<file path="config.mk">
export PLATFORM = sky130hd
export DESIGN_NAME = palette_fade_engine_flat
export DESIGN_NICKNAME = d
export VERILOG_FILES = /design/src/rtl/pfe_pkg.sv /design/src/rtl/pfe_cmd_if.sv /design/src/rtl/pfe_res_if.sv /design/src/rtl/pfe_ram.sv /design/src/rtl/palette_fade_engine.sv /design/src/flat_wrapper.sv
export SDC_FILE = /design/constraint.sdc
export NUM_CORES = 2
export LEC_CHECK = 0
export ABC_AREA = 1
export BUFFER_PORTS_ARGS = -buffer_cell sky130_fd_sc_hd__clkbuf_2
export CAP_MARGIN = 20
export CORE_ASPECT_RATIO = 1.75
export CORE_MARGIN = 4
export CORE_UTILIZATION = 45
export CTS_CLUSTER_SIZE = 30
export DETAILED_ROUTE_END_ITERATION = 10
export PLACE_DENSITY_LB_ADDON = 0.08
export REMOVE_ABC_BUFFERS = 1
export SLEW_MARGIN = 25
export SYNTH_ARGS = -nofsm -noshare
export SYNTH_HDL_FRONTEND = slang
export SYNTH_SLANG_ARGS = --single-unit
</file>
<file path="constraint.sdc">
create_clock -name i_clk -period 9.42 [get_ports i_clk]
set_input_delay 1.413 -clock i_clk [delete_from_list [all_inputs] [get_ports i_clk]]
set_output_delay 1.413 -clock i_clk [all_outputs]
set_load 0.05 [all_outputs]
</file>
<file path="src/rtl/pfe_pkg.sv">
// ----------------------------------------------------------------------------
// pfe_pkg
// Shared types, command and mode codes, and color step functions for the
// palette fade engine.
// ----------------------------------------------------------------------------
`default_nettype none

package pfe_pkg;

    // Color word: red in [2:0], green in [5:3], blue in [8:6]
    typedef logic [8:0] t_color;
    typedef logic [2:0] t_level;
    typedef logic [2:0] t_cmd;
    typedef logic [2:0] t_kind;
    typedef logic [2:0] t_mode;
    typedef logic [1:0] t_chan;

    // Commands
    localparam t_cmd CMD_WR_TGT = 3'd0;
    localparam t_cmd CMD_WR_CUR = 3'd1;
    localparam t_cmd CMD_START  = 3'd2;
    localparam t_cmd CMD_TICK   = 3'd3;
    localparam t_cmd CMD_READ   = 3'd4;

    // Fade kinds on a start command
    localparam t_kind KIND_FROM_BLACK = 3'd0;
    localparam t_kind KIND_TO_BLACK   = 3'd1;
    localparam t_kind KIND_FROM_WHITE = 3'd2;
    localparam t_kind KIND_TO_WHITE   = 3'd3;
    localparam t_kind KIND_REVEAL     = 3'd4;
    localparam t_kind KIND_WASH       = 3'd5;

    // Fade modes (kind plus one)
    localparam t_mode MODE_IDLE       = 3'd0;
    localparam t_mode MODE_FROM_BLACK = 3'd1;
    localparam t_mode MODE_TO_BLACK   = 3'd2;
    localparam t_mode MODE_FROM_WHITE = 3'd3;
    localparam t_mode MODE_TO_WHITE   = 3'd4;
    localparam t_mode MODE_REVEAL     = 3'd5;
    localparam t_mode MODE_WASH       = 3'd6;

    // Channels
    localparam t_chan CH_RED   = 2'd0;
    localparam t_chan CH_GREEN = 2'd1;
    localparam t_chan CH_BLUE  = 2'd2;
    localparam t_chan PHASE_LAST_DONE = 2'd3;

    localparam t_level MAX_LEVEL   = 3'd7;
    localparam int     PHASE_TICKS = 8;
    localparam t_color COLOR_WHITE = 9'h1FF;
    localparam t_color COLOR_BLACK = 9'h000;

    // Configuration register map
    localparam int         APB_AW     = 4;
    localparam logic [1:0] REG_FIRST  = 2'd0;
    localparam logic [1:0] REG_LAST   = 2'd1;
    localparam logic [1:0] REG_SINGLE = 2'd2;

    function automatic t_level get_lvl(input t_color c, input t_chan ch);
        t_level v;
        unique case (ch)
            CH_RED:   v = c[2:0];
            CH_GREEN: v = c[5:3];
            default:  v = c[8:6];
        endcase
        return v;
    endfunction

    function automatic t_color set_lvl(input t_color c, input t_chan ch, input t_level v);
        t_color r;
        r = c;
        unique case (ch)
            CH_RED:   r[2:0] = v;
            CH_GREEN: r[5:3] = v;
            default:  r[8:6] = v;
        endcase
        return r;
    endfunction

    // One level toward the target, blue first, then green, then red
    function automatic t_color step_toward(input t_color cur, input t_color tgt,
                                           input logic up);
        t_color res;
        logic   hit;
        t_chan  ch;
        t_level c;
        t_level t;
        res = cur;
        hit = 1'b0;
        for (int k = 0; k < 3; k++) begin
            ch = 2'(2 - k);
            c  = get_lvl(cur, ch);
            t  = get_lvl(tgt, ch);
            if (!hit && up && (t > c)) begin
                res = set_lvl(cur, ch, c + 3'd1);
                hit = 1'b1;
            end else if (!hit && !up && (t < c)) begin
                res = set_lvl(cur, ch, c - 3'd1);
                hit = 1'b1;
            end
        end
        return res;
    endfunction

    // One level toward black or white, red first, then green, then blue
    function automatic t_color step_extreme(input t_color cur, input logic up);
        t_color res;
        logic   hit;
        t_chan  ch;
        t_level c;
        res = cur;
        hit = 1'b0;
        for (int k = 0; k < 3; k++) begin
            ch = 2'(k);
            c  = get_lvl(cur, ch);
            if (!hit && up && (c != MAX_LEVEL)) begin
                res = set_lvl(cur, ch, c + 3'd1);
                hit = 1'b1;
            end else if (!hit && !up && (c != 3'd0)) begin
                res = set_lvl(cur, ch, c - 3'd1);
                hit = 1'b1;
            end
        end
        return res;
    endfunction

    // Phase channel update: reveal takes max(saved, mask), wash raises by one
    function automatic t_color phase_step(input t_color cur, input t_color sav,
                                          input t_chan ch, input t_level mask,
                                          input logic reveal);
        t_level s;
        t_level c;
        t_color res;
        s   = get_lvl(sav, ch);
        c   = get_lvl(cur, ch);
        res = cur;
        if (reveal) begin
            res = set_lvl(cur, ch, (s < mask) ? mask : s);
        end else if (c < MAX_LEVEL) begin
            res = set_lvl(cur, ch, c + 3'd1);
        end
        return res;
    endfunction

endpackage

`default_nettype wire

</file>
<file path="src/rtl/pfe_cmd_if.sv">
// ----------------------------------------------------------------------------
// pfe_cmd_if
// Command channel: valid/ready handshake with one command per transaction.
// ----------------------------------------------------------------------------
`default_nettype none

interface pfe_cmd_if;
    logic       valid;
    logic       ready;
    logic [2:0] command;
    logic       bank;
    logic [5:0] index;
    logic [2:0] red;
    logic [2:0] green;
    logic [2:0] blue;
    logic [2:0] fade_kind;

    modport source (
        output valid, command, bank, index, red, green, blue, fade_kind,
        input  ready
    );
    modport sink (
        input  valid, command, bank, index, red, green, blue, fade_kind,
        output ready
    );
endinterface

`default_nettype wire

</file>
<file path="src/rtl/pfe_res_if.sv">
// ----------------------------------------------------------------------------
// pfe_res_if
// Result channel: valid/ready handshake with one result per transaction.
// ----------------------------------------------------------------------------
`default_nettype none

interface pfe_res_if;
    logic       valid;
    logic       ready;
    logic       done_res;
    logic [2:0] out_red;
    logic [2:0] out_green;
    logic [2:0] out_blue;

    modport source (
        output valid, done_res, out_red, out_green, out_blue,
        input  ready
    );
    modport sink (
        input  valid, done_res, out_red, out_green, out_blue,
        output ready
    );
endinterface

`default_nettype wire

</file>
<file path="src/rtl/pfe_ram.sv">
// ----------------------------------------------------------------------------
// pfe_ram
// Generic simple dual-port RAM: one write port, one read port, registered
// read data that updates only on a read enable.
// ----------------------------------------------------------------------------
`default_nettype none

module pfe_ram #(
    parameter int WIDTH = 9,
    parameter int DEPTH = 128
) (
    input  wire                      i_clk,
    input  wire                      i_we,
    input  wire [$clog2(DEPTH)-1:0]  i_waddr,
    input  wire [WIDTH-1:0]          i_wdata,
    input  wire                      i_re,
    input  wire [$clog2(DEPTH)-1:0]  i_raddr,
    output logic [WIDTH-1:0]         o_rdata
);

    logic [WIDTH-1:0] r_mem [DEPTH];

    // write port
    always_ff @(posedge i_clk) begin
        if (i_we) begin
            r_mem[i_waddr] <= i_wdata;
        end
    end

    // registered read port
    always_ff @(posedge i_clk) begin
        if (i_re) begin
            o_rdata <= r_mem[i_raddr];
        end
    end

endmodule

`default_nettype wire

</file>
<file path="src/rtl/palette_fade_engine.sv">
// ----------------------------------------------------------------------------
// palette_fade_engine
// Palette fade engine with current, target and saved color banks in RAM.
//
// Usage:
//   i_cmd carries one command per transaction (write target, write current,
//   start fade, frame tick, read current); o_res returns exactly one result
//   per command: the done flag and, for a read, the three color levels.
//   The APB port sets first_entry, last_offset and single_bank; write it
//   only while no command is in flight.
//   Writes, reads and starts that need no sweep go from acceptance through
//   ST_FIN into the output register. Sweeping commands first pass through
//   ST_SWEEP once per palette entry touched (at most 2*ENTRIES for a tick
//   of a basic fade, ENTRIES for reveal/wash work ticks, reveal start and
//   from-black/from-white start). The sweep reads one entry per cycle
//   from the current palette RAM and writes it back in the next cycle;
//   that single read port sets the rate. One command is worked at a time;
//   the next is accepted once its result is in the output register, even
//   while it waits there. If o_res stalls, the finished command holds
//   until taken. Reset returns the fade state to idle and the registers
//   to their defaults; palette RAM contents are undefined until written.
// ----------------------------------------------------------------------------
`default_nettype none

module palette_fade_engine #(
    parameter int ENTRIES    = 64,
    parameter int FADE_TICKS = 22
) (
    input  wire                        i_clk,
    input  wire                        i_rst_n,
    pfe_cmd_if.sink                    i_cmd,
    pfe_res_if.source                  o_res,
    input  wire                        psel,
    input  wire                        penable,
    input  wire                        pwrite,
    input  wire [pfe_pkg::APB_AW-1:0]  paddr,
    input  wire [31:0]                 pwdata,
    output logic [31:0]                prdata,
    output logic                       pready
);

    import pfe_pkg::*;

    localparam int EW  = $clog2(ENTRIES);
    localparam int AW  = $clog2(2 * ENTRIES);
    localparam int RW  = (EW > 7) ? EW + 1 : 8;
    localparam int SWB = ($clog2(FADE_TICKS + 1) > 4) ? $clog2(FADE_TICKS + 1) : 4;

    // Sequencer states
    localparam logic [1:0] ST_IDLE  = 2'd0;
    localparam logic [1:0] ST_SWEEP = 2'd1;
    localparam logic [1:0] ST_FIN   = 2'd2;

    // Sweep operations
    localparam logic [1:0] SW_SET   = 2'd0;
    localparam logic [1:0] SW_SNAP  = 2'd1;
    localparam logic [1:0] SW_BASIC = 2'd2;
    localparam logic [1:0] SW_PHASE = 2'd3;

    // index modulo the entry count (index < 64, ENTRIES >= 16)
    function automatic logic [EW-1:0] idx_mod(input logic [5:0] v);
        logic [8:0] t;
        t = 9'(v);
        for (int k = 0; k < 4; k++) begin
            if (t >= 9'(ENTRIES)) begin
                t = t - 9'(ENTRIES);
            end
        end
        return EW'(t);
    endfunction

    function automatic logic [AW-1:0] addr_of(input logic b, input logic [EW-1:0] e);
        return AW'(e) + (b ? AW'(ENTRIES) : AW'(0));
    endfunction

    // Configuration registers
    logic [5:0] r_first;
    logic [5:0] r_last;
    logic       r_single;

    // Fade control state
    logic [1:0]     r_state, n_state;
    t_mode          r_mode, n_mode;
    logic [SWB-1:0] r_step, n_step;
    t_chan          r_phase, n_phase;
    t_level         r_mask, n_mask;

    // Sweep control
    logic [1:0]    r_sw_op, n_sw_op;
    t_mode         r_sw_mode, n_sw_mode;
    t_chan         r_sw_ch, n_sw_ch;
    t_level        r_sw_mask, n_sw_mask;
    logic          r_sw_white, n_sw_white;
    logic          r_two, n_two;
    logic          r_bank, n_bank;
    logic [RW-1:0] r_idx, n_idx;
    logic [RW-1:0] r_start, n_start;
    logic [RW-1:0] r_end, n_end;

    // Write-back stage
    logic          r_p_valid, n_p_valid;
    logic [AW-1:0] r_p_addr, n_p_addr;
    logic [EW-1:0] r_p_ent, n_p_ent;

    // Pending result
    logic r_res_done, n_res_done;
    logic r_res_read, n_res_read;

    // Output register
    logic   r_out_valid;
    logic   r_out_done;
    t_level r_out_r, r_out_g, r_out_b;
    logic   out_load;

    // RAM ports
    logic          cur_we, cur_re, tgt_we, tgt_re, sav_we, sav_re;
    logic [AW-1:0] cur_waddr, cur_raddr, tgt_waddr, tgt_raddr;
    logic [EW-1:0] sav_waddr, sav_raddr;
    t_color        cur_wdata, tgt_wdata, sav_wdata;
    t_color        cur_rdata, tgt_rdata, sav_rdata;

    // Command decode
    logic          cmd_fire;
    logic [EW-1:0] ent_in;
    logic [AW-1:0] addr_in;
    t_color        color_in;
    logic [RW-1:0] sum_w, range_start, range_end;
    logic          range_empty;
    logic          do_sweep;
    logic          done_t;
    logic [SWB:0]  step_inc;

    assign cmd_fire = i_cmd.valid && i_cmd.ready;
    assign ent_in   = idx_mod(i_cmd.index);
    assign addr_in  = addr_of(i_cmd.bank, ent_in);
    assign color_in = {i_cmd.blue, i_cmd.green, i_cmd.red};

    // covered entry range of the basic fades, end clamped to the last entry
    assign sum_w       = RW'(r_first) + RW'(r_last);
    assign range_end   = (sum_w > RW'(ENTRIES - 1)) ? RW'(ENTRIES - 1) : sum_w;
    assign range_start = RW'(r_first);
    assign range_empty = range_start > range_end;
    assign step_inc    = (SWB + 1)'(r_step) + (SWB + 1)'(1);

    assign i_cmd.ready = (r_state == ST_IDLE);
    assign out_load    = (r_state == ST_FIN) && (!r_out_valid || o_res.ready);

    // Sequencer, command execution and RAM port control
    always_comb begin
        n_state    = r_state;
        n_mode     = r_mode;
        n_step     = r_step;
        n_phase    = r_phase;
        n_mask     = r_mask;
        n_sw_op    = r_sw_op;
        n_sw_mode  = r_sw_mode;
        n_sw_ch    = r_sw_ch;
        n_sw_mask  = r_sw_mask;
        n_sw_white = r_sw_white;
        n_two      = r_two;
        n_bank     = r_bank;
        n_idx      = r_idx;
        n_start    = r_start;
        n_end      = r_end;
        n_p_valid  = 1'b0;
        n_p_addr   = r_p_addr;
        n_p_ent    = r_p_ent;
        n_res_done = r_res_done;
        n_res_read = r_res_read;
        do_sweep   = 1'b0;
        done_t     = 1'b0;
        cur_we = 1'b0; cur_waddr = addr_in; cur_wdata = color_in;
        tgt_we = 1'b0; tgt_waddr = addr_in; tgt_wdata = color_in;
        sav_we = 1'b0; sav_waddr = r_p_ent; sav_wdata = cur_rdata;
        cur_re = 1'b0; cur_raddr = addr_in;
        tgt_re = 1'b0; tgt_raddr = addr_in;
        sav_re = 1'b0; sav_raddr = r_idx[EW-1:0];

        unique case (r_state)
            ST_IDLE: begin
                if (cmd_fire) begin
                    n_state    = ST_FIN;
                    n_res_read = (i_cmd.command == CMD_READ);
                    unique case (i_cmd.command)
                        CMD_WR_TGT: tgt_we = 1'b1;
                        CMD_WR_CUR: cur_we = 1'b1;
                        CMD_READ:   cur_re = 1'b1;
                        CMD_START: begin
                            if (i_cmd.fade_kind <= KIND_WASH) begin
                                n_mode  = i_cmd.fade_kind + 3'd1;
                                n_phase = CH_RED;
                                if (i_cmd.fade_kind <= KIND_TO_WHITE) begin
                                    n_step = '0;
                                    if (i_cmd.fade_kind == KIND_FROM_BLACK ||
                                        i_cmd.fade_kind == KIND_FROM_WHITE) begin
                                        n_sw_op    = SW_SET;
                                        n_sw_white = (i_cmd.fade_kind == KIND_FROM_WHITE);
                                        n_start    = range_start;
                                        n_end      = range_end;
                                        n_two      = 1'b0;
                                        do_sweep   = !range_empty;
                                    end
                                end else begin
                                    n_step = SWB'(PHASE_TICKS);
                                    if (i_cmd.fade_kind == KIND_REVEAL) begin
                                        n_mask   = MAX_LEVEL;
                                        n_sw_op  = SW_SNAP;
                                        n_start  = '0;
                                        n_end    = RW'(ENTRIES - 1);
                                        n_two    = 1'b0;
                                        do_sweep = 1'b1;
                                    end
                                end
                            end
                        end
                        CMD_TICK: begin
                            if (r_mode == MODE_IDLE) begin
                                done_t = 1'b1;
                            end else if (r_mode <= MODE_TO_WHITE) begin
                                n_sw_op   = SW_BASIC;
                                n_sw_mode = r_mode;
                                n_start   = range_start;
                                n_end     = range_end;
                                n_two     = !(r_single && (r_mode == MODE_FROM_BLACK ||
                                                           r_mode == MODE_FROM_WHITE));
                                do_sweep  = !range_empty;
                                if (step_inc >= (SWB + 1)'(FADE_TICKS)) begin
                                    n_step = '0;
                                    n_mode = MODE_IDLE;
                                    done_t = 1'b1;
                                end else begin
                                    n_step = step_inc[SWB-1:0];
                                end
                            end else if (r_phase == PHASE_LAST_DONE) begin
                                n_mode = MODE_IDLE;
                            end else if (r_step != '0) begin
                                n_step    = r_step - SWB'(1);
                                n_sw_op   = SW_PHASE;
                                n_sw_mode = r_mode;
                                n_sw_ch   = r_phase;
                                n_sw_mask = r_mask;
                                n_start   = '0;
                                n_end     = RW'(ENTRIES - 1);
                                n_two     = 1'b0;
                                do_sweep  = 1'b1;
                                if (r_mode == MODE_REVEAL) begin
                                    n_mask = r_mask - 3'd1;
                                end
                            end else begin
                                n_step  = SWB'(PHASE_TICKS);
                                n_phase = r_phase + 2'd1;
                                if (r_mode == MODE_REVEAL) begin
                                    n_mask = MAX_LEVEL;
                                end
                            end
                        end
                        default: ;
                    endcase
                    n_res_done = (i_cmd.command == CMD_TICK) ? done_t
                                                             : (n_mode == MODE_IDLE);
                    if (do_sweep) begin
                        n_state = ST_SWEEP;
                        n_bank  = 1'b0;
                        n_idx   = n_start;
                    end
                end
            end
            ST_SWEEP: begin
                // issue reads for one entry; write-back follows next cycle
                cur_re    = 1'b1;
                tgt_re    = 1'b1;
                sav_re    = 1'b1;
                cur_raddr = addr_of(r_bank, r_idx[EW-1:0]);
                tgt_raddr = addr_of(r_bank, r_idx[EW-1:0]);
                n_p_valid = 1'b1;
                n_p_addr  = addr_of(r_bank, r_idx[EW-1:0]);
                n_p_ent   = r_idx[EW-1:0];
                if (r_idx == r_end) begin
                    if (!r_bank && r_two) begin
                        n_bank = 1'b1;
                        n_idx  = r_start;
                    end else begin
                        n_state = ST_FIN;
                    end
                end else begin
                    n_idx = r_idx + RW'(1);
                end
            end
            ST_FIN: begin
                if (out_load) begin
                    n_state = ST_IDLE;
                end
            end
            default: n_state = ST_IDLE;
        endcase

        // write-back of the swept entry
        if (r_p_valid) begin
            cur_we    = 1'b1;
            cur_waddr = r_p_addr;
            unique case (r_sw_op)
                SW_SET:  cur_wdata = r_sw_white ? COLOR_WHITE : COLOR_BLACK;
                SW_SNAP: begin
                    sav_we    = 1'b1;
                    cur_wdata = COLOR_WHITE;
                end
                SW_BASIC: begin
                    unique case (r_sw_mode)
                        MODE_FROM_BLACK: cur_wdata = step_toward(cur_rdata, tgt_rdata, 1'b1);
                        MODE_FROM_WHITE: cur_wdata = step_toward(cur_rdata, tgt_rdata, 1'b0);
                        MODE_TO_BLACK:   cur_wdata = step_extreme(cur_rdata, 1'b0);
                        default:         cur_wdata = step_extreme(cur_rdata, 1'b1);
                    endcase
                end
                SW_PHASE: cur_wdata = phase_step(cur_rdata, sav_rdata, r_sw_ch, r_sw_mask,
                                                 r_sw_mode == MODE_REVEAL);
                default: ;
            endcase
        end
    end

    // Palette memories
    pfe_ram #(.WIDTH(9), .DEPTH(2 * ENTRIES)) u_cur_ram (
        .i_clk   (i_clk),
        .i_we    (cur_we),
        .i_waddr (cur_waddr),
        .i_wdata (cur_wdata),
        .i_re    (cur_re),
        .i_raddr (cur_raddr),
        .o_rdata (cur_rdata)
    );

    pfe_ram #(.WIDTH(9), .DEPTH(2 * ENTRIES)) u_tgt_ram (
        .i_clk   (i_clk),
        .i_we    (tgt_we),
        .i_waddr (tgt_waddr),
        .i_wdata (tgt_wdata),
        .i_re    (tgt_re),
        .i_raddr (tgt_raddr),
        .o_rdata (tgt_rdata)
    );

    pfe_ram #(.WIDTH(9), .DEPTH(ENTRIES)) u_sav_ram (
        .i_clk   (i_clk),
        .i_we    (sav_we),
        .i_waddr (sav_waddr),
        .i_wdata (sav_wdata),
        .i_re    (sav_re),
        .i_raddr (sav_raddr),
        .o_rdata (sav_rdata)
    );

    // Control registers
    always_ff @(posedge i_clk) begin
        if (!i_rst_n) begin
            r_state     <= ST_IDLE;
            r_mode      <= MODE_IDLE;
            r_step      <= '0;
            r_phase     <= CH_RED;
            r_mask      <= MAX_LEVEL;
            r_p_valid   <= 1'b0;
            r_out_valid <= 1'b0;
        end else begin
            r_state   <= n_state;
            r_mode    <= n_mode;
            r_step    <= n_step;
            r_phase   <= n_phase;
            r_mask    <= n_mask;
            r_p_valid <= n_p_valid;
            if (out_load) begin
                r_out_valid <= 1'b1;
            end else if (o_res.ready) begin
                r_out_valid <= 1'b0;
            end
        end
    end

    // Sweep and result payload registers
    always_ff @(posedge i_clk) begin
        r_sw_op    <= n_sw_op;
        r_sw_mode  <= n_sw_mode;
        r_sw_ch    <= n_sw_ch;
        r_sw_mask  <= n_sw_mask;
        r_sw_white <= n_sw_white;
        r_two      <= n_two;
        r_bank     <= n_bank;
        r_idx      <= n_idx;
        r_start    <= n_start;
        r_end      <= n_end;
        r_p_addr   <= n_p_addr;
        r_p_ent    <= n_p_ent;
        r_res_done <= n_res_done;
        r_res_read <= n_res_read;
        if (out_load) begin
            r_out_done <= r_res_done;
            r_out_r    <= r_res_read ? get_lvl(cur_rdata, CH_RED)   : 3'd0;
            r_out_g    <= r_res_read ? get_lvl(cur_rdata, CH_GREEN) : 3'd0;
            r_out_b    <= r_res_read ? get_lvl(cur_rdata, CH_BLUE)  : 3'd0;
        end
    end

    assign o_res.valid     = r_out_valid;
    assign o_res.done_res  = r_out_done;
    assign o_res.out_red   = r_out_r;
    assign o_res.out_green = r_out_g;
    assign o_res.out_blue  = r_out_b;

    // APB configuration registers
    always_ff @(posedge i_clk) begin
        if (!i_rst_n) begin
            r_first  <= 6'd0;
            r_last   <= 6'd63;
            r_single <= 1'b0;
        end else if (psel && penable && pwrite && pready) begin
            unique case (paddr[3:2])
                REG_FIRST:  r_first  <= pwdata[5:0];
                REG_LAST:   r_last   <= pwdata[5:0];
                REG_SINGLE: r_single <= pwdata[0];
                default: ;
            endcase
        end
    end

    assign pready = 1'b1;

    always_comb begin
        unique case (paddr[3:2])
            REG_FIRST:  prdata = {26'd0, r_first};
            REG_LAST:   prdata = {26'd0, r_last};
            REG_SINGLE: prdata = {31'd0, r_single};
            default:    prdata = 32'd0;
        endcase
    end

endmodule

`default_nettype wire
</file>
<file path="src/flat_wrapper.sv">
// flat-port wrapper written by rule: the top's interface ports become plain ports
module palette_fade_engine_flat import pfe_pkg::*;
#(
    parameter int ENTRIES    = 64,
    parameter int FADE_TICKS = 22
)
  (i_clk, i_rst_n, psel, penable, pwrite, paddr, pwdata, prdata, pready, i_cmd_valid, i_cmd_command, i_cmd_bank, i_cmd_index, i_cmd_red, i_cmd_green, i_cmd_blue, i_cmd_fade_kind, i_cmd_ready, o_res_valid, o_res_done_res, o_res_out_red, o_res_out_green, o_res_out_blue, o_res_ready);
  pfe_cmd_if i_cmd_i ();
  pfe_res_if o_res_i ();
  input  wire i_clk;
  input  wire i_rst_n;
  input  wire psel;
  input  wire penable;
  input  wire pwrite;
  input  wire [pfe_pkg::APB_AW-1:0] paddr;
  input  wire [31:0] pwdata;
  output logic [31:0] prdata;
  output logic pready;
  input wire logic [$bits(i_cmd_i.valid)-1:0] i_cmd_valid;
  input wire logic [$bits(i_cmd_i.command)-1:0] i_cmd_command;
  input wire logic [$bits(i_cmd_i.bank)-1:0] i_cmd_bank;
  input wire logic [$bits(i_cmd_i.index)-1:0] i_cmd_index;
  input wire logic [$bits(i_cmd_i.red)-1:0] i_cmd_red;
  input wire logic [$bits(i_cmd_i.green)-1:0] i_cmd_green;
  input wire logic [$bits(i_cmd_i.blue)-1:0] i_cmd_blue;
  input wire logic [$bits(i_cmd_i.fade_kind)-1:0] i_cmd_fade_kind;
  output wire logic [$bits(i_cmd_i.ready)-1:0] i_cmd_ready;
  output wire logic [$bits(o_res_i.valid)-1:0] o_res_valid;
  output wire logic [$bits(o_res_i.done_res)-1:0] o_res_done_res;
  output wire logic [$bits(o_res_i.out_red)-1:0] o_res_out_red;
  output wire logic [$bits(o_res_i.out_green)-1:0] o_res_out_green;
  output wire logic [$bits(o_res_i.out_blue)-1:0] o_res_out_blue;
  input wire logic [$bits(o_res_i.ready)-1:0] o_res_ready;
  assign i_cmd_i.valid = i_cmd_valid;
  assign i_cmd_i.command = i_cmd_command;
  assign i_cmd_i.bank = i_cmd_bank;
  assign i_cmd_i.index = i_cmd_index;
  assign i_cmd_i.red = i_cmd_red;
  assign i_cmd_i.green = i_cmd_green;
  assign i_cmd_i.blue = i_cmd_blue;
  assign i_cmd_i.fade_kind = i_cmd_fade_kind;
  assign i_cmd_ready = i_cmd_i.ready;
  assign o_res_valid = o_res_i.valid;
  assign o_res_done_res = o_res_i.done_res;
  assign o_res_out_red = o_res_i.out_red;
  assign o_res_out_green = o_res_i.out_green;
  assign o_res_out_blue = o_res_i.out_blue;
  assign o_res_i.ready = o_res_ready;
  palette_fade_engine #(.ENTRIES(ENTRIES), .FADE_TICKS(FADE_TICKS)) u_core (.i_clk(i_clk), .i_rst_n(i_rst_n), .i_cmd(i_cmd_i), .o_res(o_res_i), .psel(psel), .penable(penable), .pwrite(pwrite), .paddr(paddr), .pwdata(pwdata), .prdata(prdata), .pready(pready));
endmodule
</file>
==> results.ini <==
[synthesis]
ys_seq_elements=2992
ys_seq_area_frac=0.725
synth_edf_count=2962
syn_area_sq_mm=0.124
syn_avg_cell_area_sq_um=11.9
postSynthCellCount=10400
ys_async_sr_fraction=0
yosys_warnings=0
synth-main-ff-cell=edfxtp_1
synthDistinctLibCells=48

[die]
initial_core_util=0.452
dieHeight_microns=701
die_area_sq_mm=0.283
rows=254
io_pins=110
die_width_microns=404
core-area_sq_mm=0.273

[timing]
slew_viol_final=0
fin_setup_tns_ps=0
clock.fmax_mhz=187
finalCritPeriodShare=0.569
slew_headroom=0.224
setup_violations=0
clock_skew_ps=53.3
rsz0062_at_grt=no
worstMarginPinSlew_ps=1160
finalHoldViolations=0
holdWs_ps=471
fin_crit_ps=5360

[worst_setup_path]
r2r_slack_ps=4090
path_delay_family=simple AND/OR/NAND/NOR gates
crit_buf_inv=2
worstSetupEndpointType=flip-flop
arrival_ps=5830
startpoint_type=input port
crit_type=in -> reg
slowest_delay_ps=1260
cp_slowest_cell=nor2_1
cp.required_ps=9890
path_cells=clkbuf_2 -> nand2_1 -> inv_1 -> nand2_1 -> nor2_1 -> nand3_2 -> nor2_1
crit_fanout=16

[cts]
post_cts_buffers=0
hold_buffers=0
clkLatencyLatePin_ps=870
ctsLongestPathBuffers=4
cts.htree.levels=5
cts_made_buffers=283
cts.sinks=2992
clk_pin_slew_ps=60
ctsRootBufferMaster=clkbuf_16
cts_resized=0
cts_tree=built

[detailed_routing]
wl_per_cell_microns=26.3
vias=80300
antenna_left=0
vias_per_cell=5.74
drc=0
totalWireLength_mm=368
dr.pass1.iters=6
drtIter0Drc=7696

[global_route]
overflow=0
grt_max_degree=218
grt_pass1_wl_mm=535
grt_pass1_vias=79000
track_usage=0.255
antenna_found_initial=6

[power_and_ir_drop]
switchingPower_uw=8180
p_sw_frac=0.273
p_seq_frac=0.496
power_density_mw_per_mm2=221
peakVddDrop_uv=136
pwr-share-comb=0.138
power.total_uw=30000
p_clk_frac=0.366
leakagePower_uw=0.0458
p_int_uw=21800

[placement]
dp.cells=13500
gp_congestion=0.840
port_buffers=54
dp_hpwl_mm=213

[run_status]
status=finished clean

[finish]
final_cells=14000
area_growth_pct=9.55
finalNetCount=10300
drive_gt1_frac=0.0615
utilization=0.495
fillCellCount=24000

[job]
maxCapViolations=0

[worst_hold_path]
holdCritPathClass=reg -> reg

==> routing by layer <==
metal  track usage  part of all wire  vias to the layer above
li1              -                 -                    37000
met1         0.299              0.37                    39900
met3        0.0321             0.054                      723
met4         0.132             0.059                        2
met2         0.457              0.52                     2704
met5             0          0.000030                        -
==> cell type report <==
type	instances	area (sq um)	area share
repair buffers	191	1720	0.0127
clock buffers	352	7530	0.0557
inverters	165	647	0.00478
diodes	4	10.0	0.0000740
flip-flops and latches	2992	89500	0.662
well taps	3584	4480	0.0331
multi-input cells	6572	30400	0.225
clock inverters	125	987	0.00730
==> worst register-to-register path: stages, from the launching register on <==
cell and delay [ps]:
dfxtp_1 410, nor2_1 270, nand2_1 400, inv_1 650, nand2_1 180, nor2_1 690, nand3_2 1090, nor2_1 1260
==> cell usage after synthesis (3+ instances only) <==
cell type | n | share of area
inv_1 | 157 | 0.0048
buf_2 | 407 | 0.016
buf_4 | 62 | 0.0038
buf_1 | 27 | 0.00082
edfxtp_1 | 2962 | 0.72
ha_1 | 47 | 0.0048
clkbuf_1 | 201 | 0.0061
xnor2_1 | 6 | 0.00043
o22ai_1 | 68 | 0.0034
o221ai_1 | 81 | 0.0057
a21oi_1 | 69 | 0.0028
a31oi_1 | 4 | 0.00020
nand2_1 | 2457 | 0.075
dfxtp_1 | 30 | 0.0049
nand2_2 | 5 | 0.00025
nor4_1 | 3 | 0.00015
o21ai_0 | 358 | 0.015
o21ai_2 | 3 | 0.00021
nand3b_1 | 5 | 0.00030
nand4_1 | 24 | 0.0012
nand3_1 | 2572 | 0.10
a211oi_1 | 3 | 0.00018
nor2_1 | 709 | 0.022
inv_2 | 4 | 0.00012
o211ai_1 | 73 | 0.0044
or2_2 | 10 | 0.00051
clkinv_1 | 4 | 0.00012
nor3_1 | 16 | 0.00065
xor2_1 | 12 | 0.00085
==> placed cells by master (no fill, tap or decap), types with 52 or more instances in the layout <==
master,count
a21oi_1,64
buf_4,108
clkbuf_1,60
clkbuf_16,292
clkinv_1,52
edfxtp_1,2962
inv_1,153
nand2_1,2457
nand3_1,2563
nor2_1,680
o211ai_1,73
o21ai_0,357
o221ai_1,81
o22ai_1,68
==> cell families (layout without fill, tap and decap cells) <==
kind of cell / Yosys count / in the layout / synth area share
and+or+nand+nor: 5804 / 5804 / 0.204
DFF: 2992 / 2992 / 0.725
buffers and inverters: 864 / 833 / 0.0324
AOI/OAI and AO/OA: 673 / 673 / 0.0327
adders and majority gates: 48 / 48 / 0.00492
xor gates and xnor gates: 18 / 18 / 0.00128
other: 2 / 32 / 0.0000608
muxes: 1 / 1 / 0.0000810
==> worst paths after layout <==
check | start | endpoint | cells after the start
max | i_cmd_valid | u_core.u_tgt_ram.r_mem[28][2] | 7
min | u_core.r_bank | u_core.r_p_addr[6] | 0
max reg2reg | u_core.r_state[0] | u_core.u_tgt_ram.r_mem[28][2] | 7
min reg2reg | u_core.r_bank | u_core.r_p_addr[6] | 0
==> metrics by stage <==
step	area (sq um)	setup WS, ps
6_report	135000	4060
2_1_floorplan	120000	-13550
3_3_place_gp	127000	3350
3_5_place_dp	127000	3290
5_1_grt	135000	3910
4_1_cts	135000	3970
==> power by group through the flow <==
| stage | Sequential, uW | Clock, uW | Combinational [uW] |
|---|---|---|---|
| 2_1_floorplan | 15300 | 0 | 3140 |
| 3_3_place_gp | 15200 | 0 | 4100 |
| 3_5_place_dp | 15200 | 0 | 4160 |
| 4_1_cts | 14900 | 11200 | 4170 |
| 5_1_grt | 14900 | 11700 | 4490 |
| 6_report | 14900 | 11000 | 4140 |
==> sequential cells by signal, indices dropped and copies added (netlist names), 6 cells and up <==
signal,count
u_core.u_tgt_ram.r_mem,1152
u_core.u_cur_ram.r_mem,1152
u_core.r_first,6
u_core.r_start,8
u_core.u_cur_ram.o_rdata,9
u_core.r_end,7
u_core.u_sav_ram.r_mem,576
u_core.r_last,6
u_core.u_sav_ram.o_rdata,9
u_core.r_idx,8
u_core.u_tgt_ram.o_rdata,9
Note: power is estimated with default switching activity, not from simulation.
